==> src/rtl/core/ssq_ram.sv <==
// ----------------------------------------------------------------------------
// ssq_ram: generic single-write, single-read synchronous RAM
// Read data is registered and updates only when a read is enabled.
// ----------------------------------------------------------------------------
module ssq_ram #(
    parameter int WIDTH = 8,
    parameter int DEPTH = 16
) (
    input  logic                     i_clk,
    input  logic                     i_we,
    input  logic [$clog2(DEPTH)-1:0] i_waddr,
    input  logic [WIDTH-1:0]         i_wdata,
    input  logic                     i_re,
    input  logic [$clog2(DEPTH)-1:0] i_raddr,
    output logic [WIDTH-1:0]         o_rdata
);

    logic [WIDTH-1:0] r_mem [DEPTH];
    logic [WIDTH-1:0] r_rdata;

    // Write port
    always_ff @(posedge i_clk) begin
        if (i_we) begin
            r_mem[i_waddr] <= i_wdata;
        end
    end

    // Registered read port
    always_ff @(posedge i_clk) begin
        if (i_re) begin
            r_rdata <= r_mem[i_raddr];
        end
    end

    assign o_rdata = r_rdata;

endmodule

==> config.mk <==
export PLATFORM = sky130hd
export DESIGN_NAME = ssq_ram
export DESIGN_NICKNAME = d
export VERILOG_FILES = /design/src/rtl/core/ssq_ram.sv
export SDC_FILE = /design/constraint.sdc
export NUM_CORES = 1
export LEC_CHECK = 0
export ABC_AREA = 1
export BUFFER_PORTS_ARGS = -buffer_cell sky130_fd_sc_hd__buf_2
export CAP_MARGIN = 20
export CORE_ASPECT_RATIO = 1.75
export CORE_MARGIN = 10
export CORE_UTILIZATION = 55
export CTS_CLUSTER_SIZE = 24
export DETAILED_ROUTE_END_ITERATION = 7
export GPL_TIMING_DRIVEN = 0
export PLACE_DENSITY = 0.79
export SYNTH_ARGS = -nofsm -noshare
export SYNTH_HDL_FRONTEND = slang
export SYNTH_SLANG_ARGS = --single-unit
==> constraint.sdc <==
create_clock -name i_clk -period 1.75 [get_ports i_clk]
set_input_delay 0.2625 -clock i_clk [delete_from_list [all_inputs] [get_ports i_clk]]
set_output_delay 0.2625 -clock i_clk [all_outputs]
set_load 0.03 [all_outputs]
After elaboration in Yosys (flattened, before gate mapping) --
Memory sizes are Yosys's and may differ from the RTL's. A register that Yosys moved wholly into a read port is not among the register bits. Cells that the tools add are included.
Operators by class: multiplexer cells 2
Operators by type and width (count):
- $mux 1 | 2
Storage, ports and cells: memories 1, input bits 19, output and inout port bits 8, register bits 0, RAM bits 128
Memories:
- r_mem | depth 16, bits a word 8, read ports 1, clocked after memory_dff 1, wr ports 1, RTL line 18 | logic [WIDTH-1:0] r_mem [DEPTH];

Logic depth before layout (Yosys ltp) --
Gate-level depths: netlist of the first run.
word-level depth 2, depth in mapped cells 8, depth with buffers taken out 7

Worst setup path before layout of the first run --
OpenSTA, ideal clock, no wires.
path type input to register, from in i_waddr[2], to mem r_mem[10][0] (enable), stages on the path 2, buffers on the path 0, setup slack 0.537 ns, arrival 0.843 ns, path through nand3b_1 > nor2_1
RTL lines:
- start: declaration | RTL line 11 | input logic [$clog2(DEPTH)-1:0] i_waddr,
- end: declaration | RTL line 18
Straight into the memory's write port.

Final worst setup path of the first run --
from in i_waddr[1], to mem r_mem[13][5] (enable)
Straight into the memory's write port.

==> flow_summary.toml, run 1 <==
[power]
p_leak_nw = 2.93
p_total_w = 0.00801
p_per_area_nw_per_um2 = 1190
peakVddDrop_v = 0.000794

[floorplan]
io_pins = 27
die-area_um2 = 15300
std_cell_rows = 49
die_h_um = 156
coreArea_um2 = 10400
start_util_pct = 56.4
fp.dieW_um = 97.9

[outcome]
violations = "design-rule violations"
status = "finished with violations"

[synth]
syn_area_per_cell_um2 = 10.6
synthTopCellsByCount = "nand2_1 (173), edfxtp_1 (136), inv_1 (100)"
yosysUniqueCellTypes = 11
yosysSeqAreaShare_pct = 69.8
yosys.area.top_type = "edfxtp_1"
synth_ff_type = "edfxtp_1"
synth_top_area_share_pct = 69.8
synthCells = 551
syn_area_um2 = 5850
synth_seq_cells = 136
synth.most_common_cell = "nand2_1"
ys_async_sr_fraction_pct = 0
synth_nets = 570
synth_area_leaders = "edfxtp_1 (70%), nand2_1 (11%), nand3_1 (8.3%)"
synth_edf_count = 136
synth_warnings = 0

[detailed_routing]
met3RoutedLength_um = 1180
drt_pre_antenna_iters = 7
wirelength_um = 14500
postRouteAntennaNets = 0
wl_met1_um = 5220
top_layer = "met4"
drtIter0Drc = 550
route.met2.wl_um = 7290
vias = 4107
vias_per_cell = 5.60
drc = 1
detail_route.wl_per_cell_um = 19.8

[setup_path]
worstPathRequired_ps = 1790
critPathLaunchType = "input port"
crit_type = "in -> reg"
worst_path_max_delay_cell = "nor2_1"
end_kind = "flip-flop"
cp_max_fo = 8
cpPeakStageDelay_ps = 790
r2r_slack_ps = 530
cp_cell_sequence = "buf_2 > inv_1 > nand2_1 > nor2_1"
worstPathArrival_ps = 1380

[sta]
finalSetupViolations = 0
finalHoldViolCount = 0
grt_setup_unrepaired = "false"
period_share_pct = 76.7
clock_skew_ps = 4.55
slew_headroom_pct = 35.3
setup_tns_ps = 0
maxSlewViolCount = 0
fmax_ghz = 0.745
fin_crit_ps = 1340
tightest_slew_ps = 968

[global_route]
track_usage_pct = 19.1
antenna_found_initial = 0
grt_pass1_vias = 4149
grt_max_degree = 17
grt-ovfl-total = 0
grt_pass1_wl_um = 22300

[clock_tree]
cts-root-buf = "clkbuf_16"
clkTransAtPathRegs_ps = 60
ctsLongestPathBuffers = 2
cts_hold_buf = 0
cts-htree-levels = 4
insertion_delay_ps = 420
cts_setup_buffers = 0
cts_resized = 0
cts_tree = "yes"
cts.sinks = 136
cts_buffers = 17

[place]
hpwl_um = 9370
place.gp.congestion = 0.911
portBuffers = 23

[layout]
areaGrowthSynthToFinish_pct = 15.5
nets = 612
ff_latch_area_um2 = 4080
antenna_cells = 0
multi_input_area_um2 = 1210
drive_above_1_share_pct = 12.5
nFillCells = 756

[job]
cap_violations = 0

[worst_hold_path]
hp-class = "in -> reg"
## cells by family (layout without fill, tap and decap cells)
group / count (synthesis) / count (layout) / share of synthesized area [%]
buffers and inverters: 126 / 181 / 9.39
AND/OR/NAND/NOR: 289 / 289 / 20.8
flip-flops: 136 / 136 / 69.8
## layer usage
layer | vias to the layer above | global-route usage, %
met5 | - | 0
met3 | 69 | 4.72
met1 | 1900 | 20.2
met4 | 0 | 13.1
met2 | 277 | 32.7
li1 | 1861 | -
## final cells by class
| type | instances | share of cell area (%) |
|---|---|---|
| Sequential cell | 136 | 60.5 |
| Multi-Input combinational cell | 289 | 18.0 |
| Clock buffer | 17 | 6.30 |
| Inverter | 102 | 5.67 |
| Clock inverter | 15 | 3.08 |
| Buffer | 24 | 2.46 |
| Tap cell | 127 | 2.35 |
| Timing Repair Buffer | 23 | 1.70 |
## sequential cells by signal (all words and copies together) (netlist names)
register	flops
r_mem	128
o_rdata	8
## metrics by stage
step	hold slack (ps)	utilization, %	worst slack [ps]	area [µm²]	instances
2_1_floorplan	361	-	537	5850	551
3_3_place_gp	595	59.1	54.8	6120	701
3_5_place_dp	626	59.1	16.7	6120	701
4_1_cts	193	65.2	450	6750	733
5_1_grt	200	65.2	398	6750	733
6_report	194	65.2	407	6750	733
## path summary, 6_finish.rpt
check | startpoint | endpoint | cells after the start
worst max-delay path | i_waddr[1] | r_mem[13][5]$_DFFE_PP_ | 4
worst min-delay path | i_re | o_rdata[0]$_DFFE_PP_ | 1
worst max register to register | r_mem[3][7]$_DFFE_PP_ | o_rdata[7]$_DFFE_PP_ | 6
worst min register to register | r_mem[10][6]$_DFFE_PP_ | o_rdata[6]$_DFFE_PP_ | 6
## report_power, final
group	internal (W)	switching, W	leakage (nW)
clock	0.00250	0.00131	0.303
sequential	0.00367	0.0000190	1.24
combinational	0.000137	0.000367	1.39
## worst max-delay path: cells and delay by family
| family | cells | cell delay, ps |
|---|---|---|
| AND/OR/NAND/NOR | 2 | 940 |
| buffers and inverters | 2 | 170 |
## placed cells by master, fill, tap and decap left out
| cell | count |
|---|---|
| buf_1 | 1 |
| buf_2 | 36 |
| buf_4 | 4 |
| buf_6 | 6 |
| bufinv_16 | 5 |
| clkbuf_16 | 17 |
| clkinv_1 | 4 |
| clkinv_2 | 2 |
| clkinv_4 | 2 |
| clkinvlp_4 | 2 |
| edfxtp_1 | 136 |
| inv_1 | 100 |
| inv_2 | 2 |
| nand2_1 | 173 |
| nand3_1 | 97 |
| nand3b_1 | 2 |
| nor2_1 | 17 |
No activity file was read; power rests on OpenSTA's default activity.
==> run 2, diff against run 1 <==
--- a/config.mk
+++ b/config.mk
@@ -5,7 +5,7 @@
 export SDC_FILE = /design/constraint.sdc
 export NUM_CORES = 1
 export LEC_CHECK = 0
-export ABC_AREA = 1
+export ABC_AREA = 0
 export BUFFER_PORTS_ARGS = -buffer_cell sky130_fd_sc_hd__buf_2
 export CAP_MARGIN = 20
 export CORE_ASPECT_RATIO = 1.75
==> constraint.sdc (replaced) <==
create_clock -name i_clk -period 1.3 [get_ports i_clk]
set_input_delay 0.195 -clock i_clk [delete_from_list [all_inputs] [get_ports i_clk]]
set_output_delay 0.195 -clock i_clk [all_outputs]
set_load 0.03 [all_outputs]
==> run 2 against run 1 <==
  * Largest power group is now sequential cells
  * Via count decreased by 41%
  * Utilization increased by 0.95 points
  * Register-to-register slack got worse by 680 ps
  * First-iteration DRC count decreased by 55%
  * Sequential power increased by 35%
  * Largest cell class unchanged
  * Setup slack got worse by 560 ps
  * Sequential cell count unchanged
  * Synthesized cell count decreased by 58%
  * Final area decreased by 8.4%
  * Area after synthesis decreased by 11%
  * The flow finishes with violations (negative setup slack)
  * Non-clock buffer count decreased by 12
  * Clock-buffer cell count increased by 1
==> flow_summary.toml, run 2 <==
[setup_path]
critPathBufInv = 0
end_kind = "flip-flop"
worstPathRequired_ps = 1460
worstPathArrival_ps = 1610
r2r_cells = 3
r2r_slack_ps = -150
worst_path_max_delay_cell = "mux4_2"
crit_type = "reg -> reg"
regToRegStartpoint = "r_mem[3][4]$_DFFE_PP_"
reg2reg_to = "o_rdata[4]$_DFFE_PP_"
crit_family = "multiplexers"
cp_cell_sequence = "mux4_2 > a22oi_2 > nand2_1"
critPathLaunchType = "flip-flop"
cp_max_fo = 1
cpPeakStageDelay_ps = 520

[sta]
maxSlewViolCount = 0
grt_setup_unrepaired = "true"
fin_crit_ps = 1450
slew_headroom_pct = 44.0
hold-worst-slack_ps = 131
finalHoldViolCount = 0
finalSetupViolations = 8
fmax_ghz = 0.690
period_share_pct = 111
tightest_slew_ps = 837
setup_ws_ps = -149
clock_skew_ps = 4.56

[synth]
synthTopCellsByCount = "edfxtp_1 (136), mux4_2 (18), a22oi_1 (16)"
synth_ff_type = "edfxtp_1"
synth_nets = 248
synthCells = 229
ys_async_sr_fraction_pct = 0
syn_area_per_cell_um2 = 22.8
synth_area_leaders = "edfxtp_1 (78%), mux4_2 (7.8%), mux4_1 (7.0%)"
yosysUniqueCellTypes = 18
syn_area_um2 = 5230
yosys.area.top_type = "edfxtp_1"
synth_edf_count = 136
synth_warnings = 0
synth_seq_cells = 136
synth_top_area_share_pct = 78.1
synth.most_common_cell = "edfxtp_1"
yosysSeqAreaShare_pct = 78.1

[worst_hold_path]
hp-class = "in -> reg"
hp-start = "i_re"
worstHoldPathCells = 1
holdPathEnd = "o_rdata[4]$_DFFE_PP_"

[layout]
areaGrowthSynthToFinish_pct = 18.3
nets = 292
largest_register_ffs = 128
nFillCells = 581
largest-register = "r_mem"
final_cell_mix = "edfxtp_1 (136), mux4_2 (32), buf_2 (28), clkbuf_16 (17)"
stdcell_count = 408
final_common_cell = "edfxtp_1"
ff_latch_area_um2 = 4080
drive_above_1_share_pct = 40.9
multi_input_area_um2 = 1090
antenna_cells = 0

[outcome]
status = "finished with violations"
violations = "negative setup slack"

[global_route]
grt_pass1_vias = 2603
antenna_found_initial = 0
grt_pass1_wl_um = 15600
track_usage_pct = 15.6
grt_max_degree = 17
grt-ovfl-total = 0

[power]
peakVddDrop_v = 0.00153
p_per_area_nw_per_um2 = 1690
p_leak_nw = 2.02

[clock_tree]
cts_buffers = 17
cts_tree = "yes"
insertion_delay_ps = 410
ctsLongestPathBuffers = 2
cts_setup_buffers = 0
cts-root-buf = "clkbuf_16"
clkTransAtPathRegs_ps = 60
cts.sinks = 136
cts-htree-levels = 4

[detailed_routing]
wirelength_um = 10100
detail_route.wl_per_cell_um = 24.8
vias = 2414
drt_pre_antenna_iters = 4
drc = 0
postRouteAntennaNets = 0
drtIter0Drc = 250
vias_per_cell = 5.92

[place]
dpl.cell_count = 376
hpwl_um = 6620
pre_cts_ws_ps = -361
portBuffers = 25
place.gp.congestion = 0.788

[floorplan]
die-area_um2 = 14000
start_util_pct = 55.9
io_pins = 27
coreArea_um2 = 9350
fp.dieW_um = 93.7
std_cell_rows = 47
die_h_um = 149

[job]
cap_violations = 0
## run 2: changes by cell type after synthesis, sizes merged
| cell | delta |
|---|---|
| a22oi | +16 |
| and2 | +1 |
| and2b | +1 |
| buf | -17 |
| clkdlybuf4s25 | +3 |
| inv | -102 |
| mux4 | +32 |
| nand2 | -164 |
| nand2b | +2 |
| nand3 | -96 |
| nor2 | -4 |
| nor2b | +1 |
| nor3 | +4 |
| or3b | +1 |
## run 2: worst max-delay path by stage
stage / from / end / slack (ps) / cells after the start
2_1_floorplan: i_raddr[0] / o_rdata[1]$_DFFE_PP_ / -100 / 5
3_3_place_gp: i_waddr[1] / r_mem[9][2]$_DFFE_PP_ / -320 / 3
3_5_place_dp: i_raddr[1] / o_rdata[1]$_DFFE_PP_ / -360 / 5
4_1_cts: r_mem[3][1]$_DFFE_PP_ / o_rdata[1]$_DFFE_PP_ / -150 / 3
5_1_grt: r_mem[3][1]$_DFFE_PP_ / o_rdata[1]$_DFFE_PP_ / -170 / 3
6_report: r_mem[3][4]$_DFFE_PP_ / o_rdata[4]$_DFFE_PP_ / -150 / 3
## run 2: cells by family (layout without fill, tap and decap cells)
family | after synthesis | count (layout) | synth area share (%)
buffers and inverters | 10 | 67 | 1.65
AND/OR/NAND/NOR | 35 | 35 | 3.14
multiplexers | 32 | 32 | 14.8
flip-flops | 136 | 136 | 78.1
AO/OA/AOI/OAI | 16 | 16 | 2.30
## run 2: per-stage QoR
stage                     power, W  instance area [µm²]  utilization (%)  setup TNS (ps)
after global placement     0.00557                 5530             59.1          -36090
after detailed placement   0.00559                 5530             59.1          -39280
final                       0.0104                 6180             66.1            -923
after global routing        0.0107                 6180             66.1           -1240
after CTS                   0.0105                 6170             66.0            -997
after floorplan            0.00537                 5250                -            -752
## run 2: power by group
part	internal [W]	switching [W]
combinational	0.000219	0.000337
sequential	0.00494	0.0000228
clock	0.00318	0.00172
total	0.00835	0.00208
## run 2: cell type report
type / instances / share of cell area [%]
clock buffers: 18 / 6.94
multi-input cells: 83 / 17.6
repair buffers: 25 / 2.02
well taps: 122 / 2.47
flip-flops and latches: 136 / 66.0
clock inverters: 14 / 2.93
plain buffers: 10 / 1.94
## run 2: layer usage
layer	up-vias	share of wire [%]	GRT usage, %
met1	1260	39	17.9
li1	1056	-	-
met2	80	54	25.8
met3	18	4.1	4.74
met5	-	0	0
met4	0	2.7	7.40
## run 2: repair_timing
action                     4_1_cts  5_1_grt
hold buffers                     0        0
setup endpoints to repair        8       13
gates resized for setup          8        4
pin swaps                        5        1
==> run 3, diff against run 2 <==
--- a/config.mk
+++ b/config.mk
@@ -10,11 +10,11 @@
 export CAP_MARGIN = 20
 export CORE_ASPECT_RATIO = 1.75
 export CORE_MARGIN = 10
-export CORE_UTILIZATION = 55
+export CORE_UTILIZATION = 50
 export CTS_CLUSTER_SIZE = 24
 export DETAILED_ROUTE_END_ITERATION = 7
 export GPL_TIMING_DRIVEN = 0
-export PLACE_DENSITY = 0.79
+export PLACE_DENSITY = 0.73
 export SYNTH_ARGS = -nofsm -noshare
 export SYNTH_HDL_FRONTEND = slang
 export SYNTH_SLANG_ARGS = --single-unit
==> run 3 against run 2 <==
  * Critical endpoint is now o_rdata[7]$_DFFE_PP_
  * Global-route usage shrank 1.5 points
  * Highest routed layer unchanged
  * The run still ends with negative setup slack left
  * Critical path type unchanged
  * Clock power is essentially flat
  * Combinational power is essentially flat
==> flow_summary.toml, run 3 (synthesized netlist as in run 2, its figures left out) <==
[clock_tree]
cts_setup_buffers = 0
cts_tree = "yes"
cts-root-buf = "clkbuf_16"
cts_buffers = 17
cts.sinks = 136
clkTransAtPathRegs_ps = 60
insertion_delay_ps = 410
ctsLongestPathBuffers = 2
cts-htree-levels = 4

[sta]
setup_ws_ps = -133
period_share_pct = 110
fin_crit_ps = 1430
finalSetupViolations = 8
tightest_slew_ps = 845
slew_headroom_pct = 43.5
grt_setup_unrepaired = "true"
fmax_ghz = 0.698
clock_skew_ps = 3.58
hold-worst-slack_ps = 117
maxSlewViolCount = 0
finalHoldViolCount = 0

[floorplan]
start_util_pct = 51.1
fp.dieW_um = 97.3
die-area_um2 = 15100
io_pins = 27
die_h_um = 155
coreArea_um2 = 10200
std_cell_rows = 49

[detailed_routing]
vias_per_cell = 5.85
wirelength_um = 10300
postRouteAntennaNets = 0
detail_route.wl_per_cell_um = 24.9
drtIter0Drc = 182
drc = 0
vias = 2417
drt_pre_antenna_iters = 4

[setup_path]
r2r_slack_ps = -130
critPathLaunchType = "flip-flop"
worstSetupStartpoint = "r_mem[3][7]$_DFFE_PP_"
crit_type = "reg -> reg"
end_kind = "flip-flop"
regToRegStartpoint = "r_mem[3][7]$_DFFE_PP_"
worstPathRequired_ps = 1470
worstPathArrival_ps = 1600
reg2reg_to = "o_rdata[7]$_DFFE_PP_"
cp_max_fo = 1
r2r_cells = 3

[global_route]
grt_pass1_vias = 2642
grt_max_degree = 17
grtUsageMet3_pct = 4.04
top_usage_layer = "met2"
grt-ovfl-total = 0
grt_util_met2_pct = 23.9
grtUsageMet1_pct = 15.4
antenna_found_initial = 0
track_usage_pct = 14.1
grt_pass1_wl_um = 15700

[outcome]
status = "finished with violations"
violations = "negative setup slack"

[job]
cap_violations = 0

[layout]
nFillCells = 704
multi_input_area_um2 = 1080
drive_above_1_share_pct = 39.9
largest_register_ffs = 128
final_common_cell = "edfxtp_1"
largest-register = "r_mem"
antenna_cells = 0
stdcell_count = 413
finalCoreUtilization_pct = 60.4
nets = 292
ff_latch_area_um2 = 4080
areaGrowthSynthToFinish_pct = 18.2
final_cell_mix = "edfxtp_1 (136), mux4_2 (32), buf_2 (28), clkbuf_16 (17)"

[power]
clockPowerShare_pct = 47.1
intPower_w = 0.00833
p_sw_w = 0.00210
share_seq_of_total_power_pct = 47.6
pwr-share-comb_pct = 5.3
p_per_area_nw_per_um2 = 1690
p_sw_share_pct = 20.1
p_total_w = 0.0104
p_leak_nw = 2.01
peakVddDrop_v = 0.00141

[place]
portBuffers = 25
hpwl_um = 6660
place.gp.congestion = 0.864
dpl.cell_count = 381

[worst_hold_path]
hp-class = "in -> reg"
holdPathEnd = "o_rdata[5]$_DFFE_PP_"
hp-start = "i_re"
worstHoldPathCells = 1
## run 3: final cells by class
class / instances / area share [%]
buffer: 10 / 1.94
clock buffer: 17 / 6.88
clock inverter: 15 / 2.98
multi-input combinational: 83 / 17.5
sequential: 136 / 66.1
tap: 127 / 2.57
timing repair buffer: 25 / 2.02
## run 3: worst max-delay path by stage
stage,to,slack [ps],cells after the start
2_1_floorplan,o_rdata[1]$_DFFE_PP_,-100,5
3_3_place_gp,r_mem[9][2]$_DFFE_PP_,-330,3
3_5_place_dp,o_rdata[1]$_DFFE_PP_,-370,5
4_1_cts,o_rdata[1]$_DFFE_PP_,-130,3
5_1_grt,o_rdata[3]$_DFFE_PP_,-190,3
6_report,o_rdata[7]$_DFFE_PP_,-130,3
## run 3: per-layer routing
layer  share of wire (%)  up-vias
met5                   0        -
met4                 3.3        0
met3                 5.1       17
met2                  54       80
met1                  38     1262
li1                    -     1058
## run 3: per-stage QoR
| stage | TNS (ps) | worst slack, ps | area [µm²] |
|---|---|---|---|
| 5_1_grt | -1260 | -190 | 6180 |
| 2_1_floorplan | -752 | -95.4 | 5250 |
| 3_3_place_gp | -38010 | -335 | 5530 |
| 6_report | -877 | -133 | 6180 |
| 4_1_cts | -932 | -127 | 6170 |
| 3_5_place_dp | -41160 | -367 | 5530 |
## run 3: worst max-delay path, stage by stage, from the launching register on
cell and delay [ps]:
edfxtp_1 380, mux4_2 510, a22oi_2 220, nand2_1 70
## run 3: power by group through the flow
stage	logic (W)	clock network, W	registers (W)
after global routing	0.000589	0.00513	0.00497
final	0.000553	0.00492	0.00496
after floorplan	0.000276	0	0.00510
after detailed placement	0.000540	0	0.00506
after global placement	0.000526	0	0.00505
after CTS	0.000556	0.00496	0.00497
## run 3: timing repair
action                                  CTS  global route
endpoints found under the setup margin    8            16
hold buffers                              0             0
pin swaps                                 4             0
gates resized for setup                   7             3
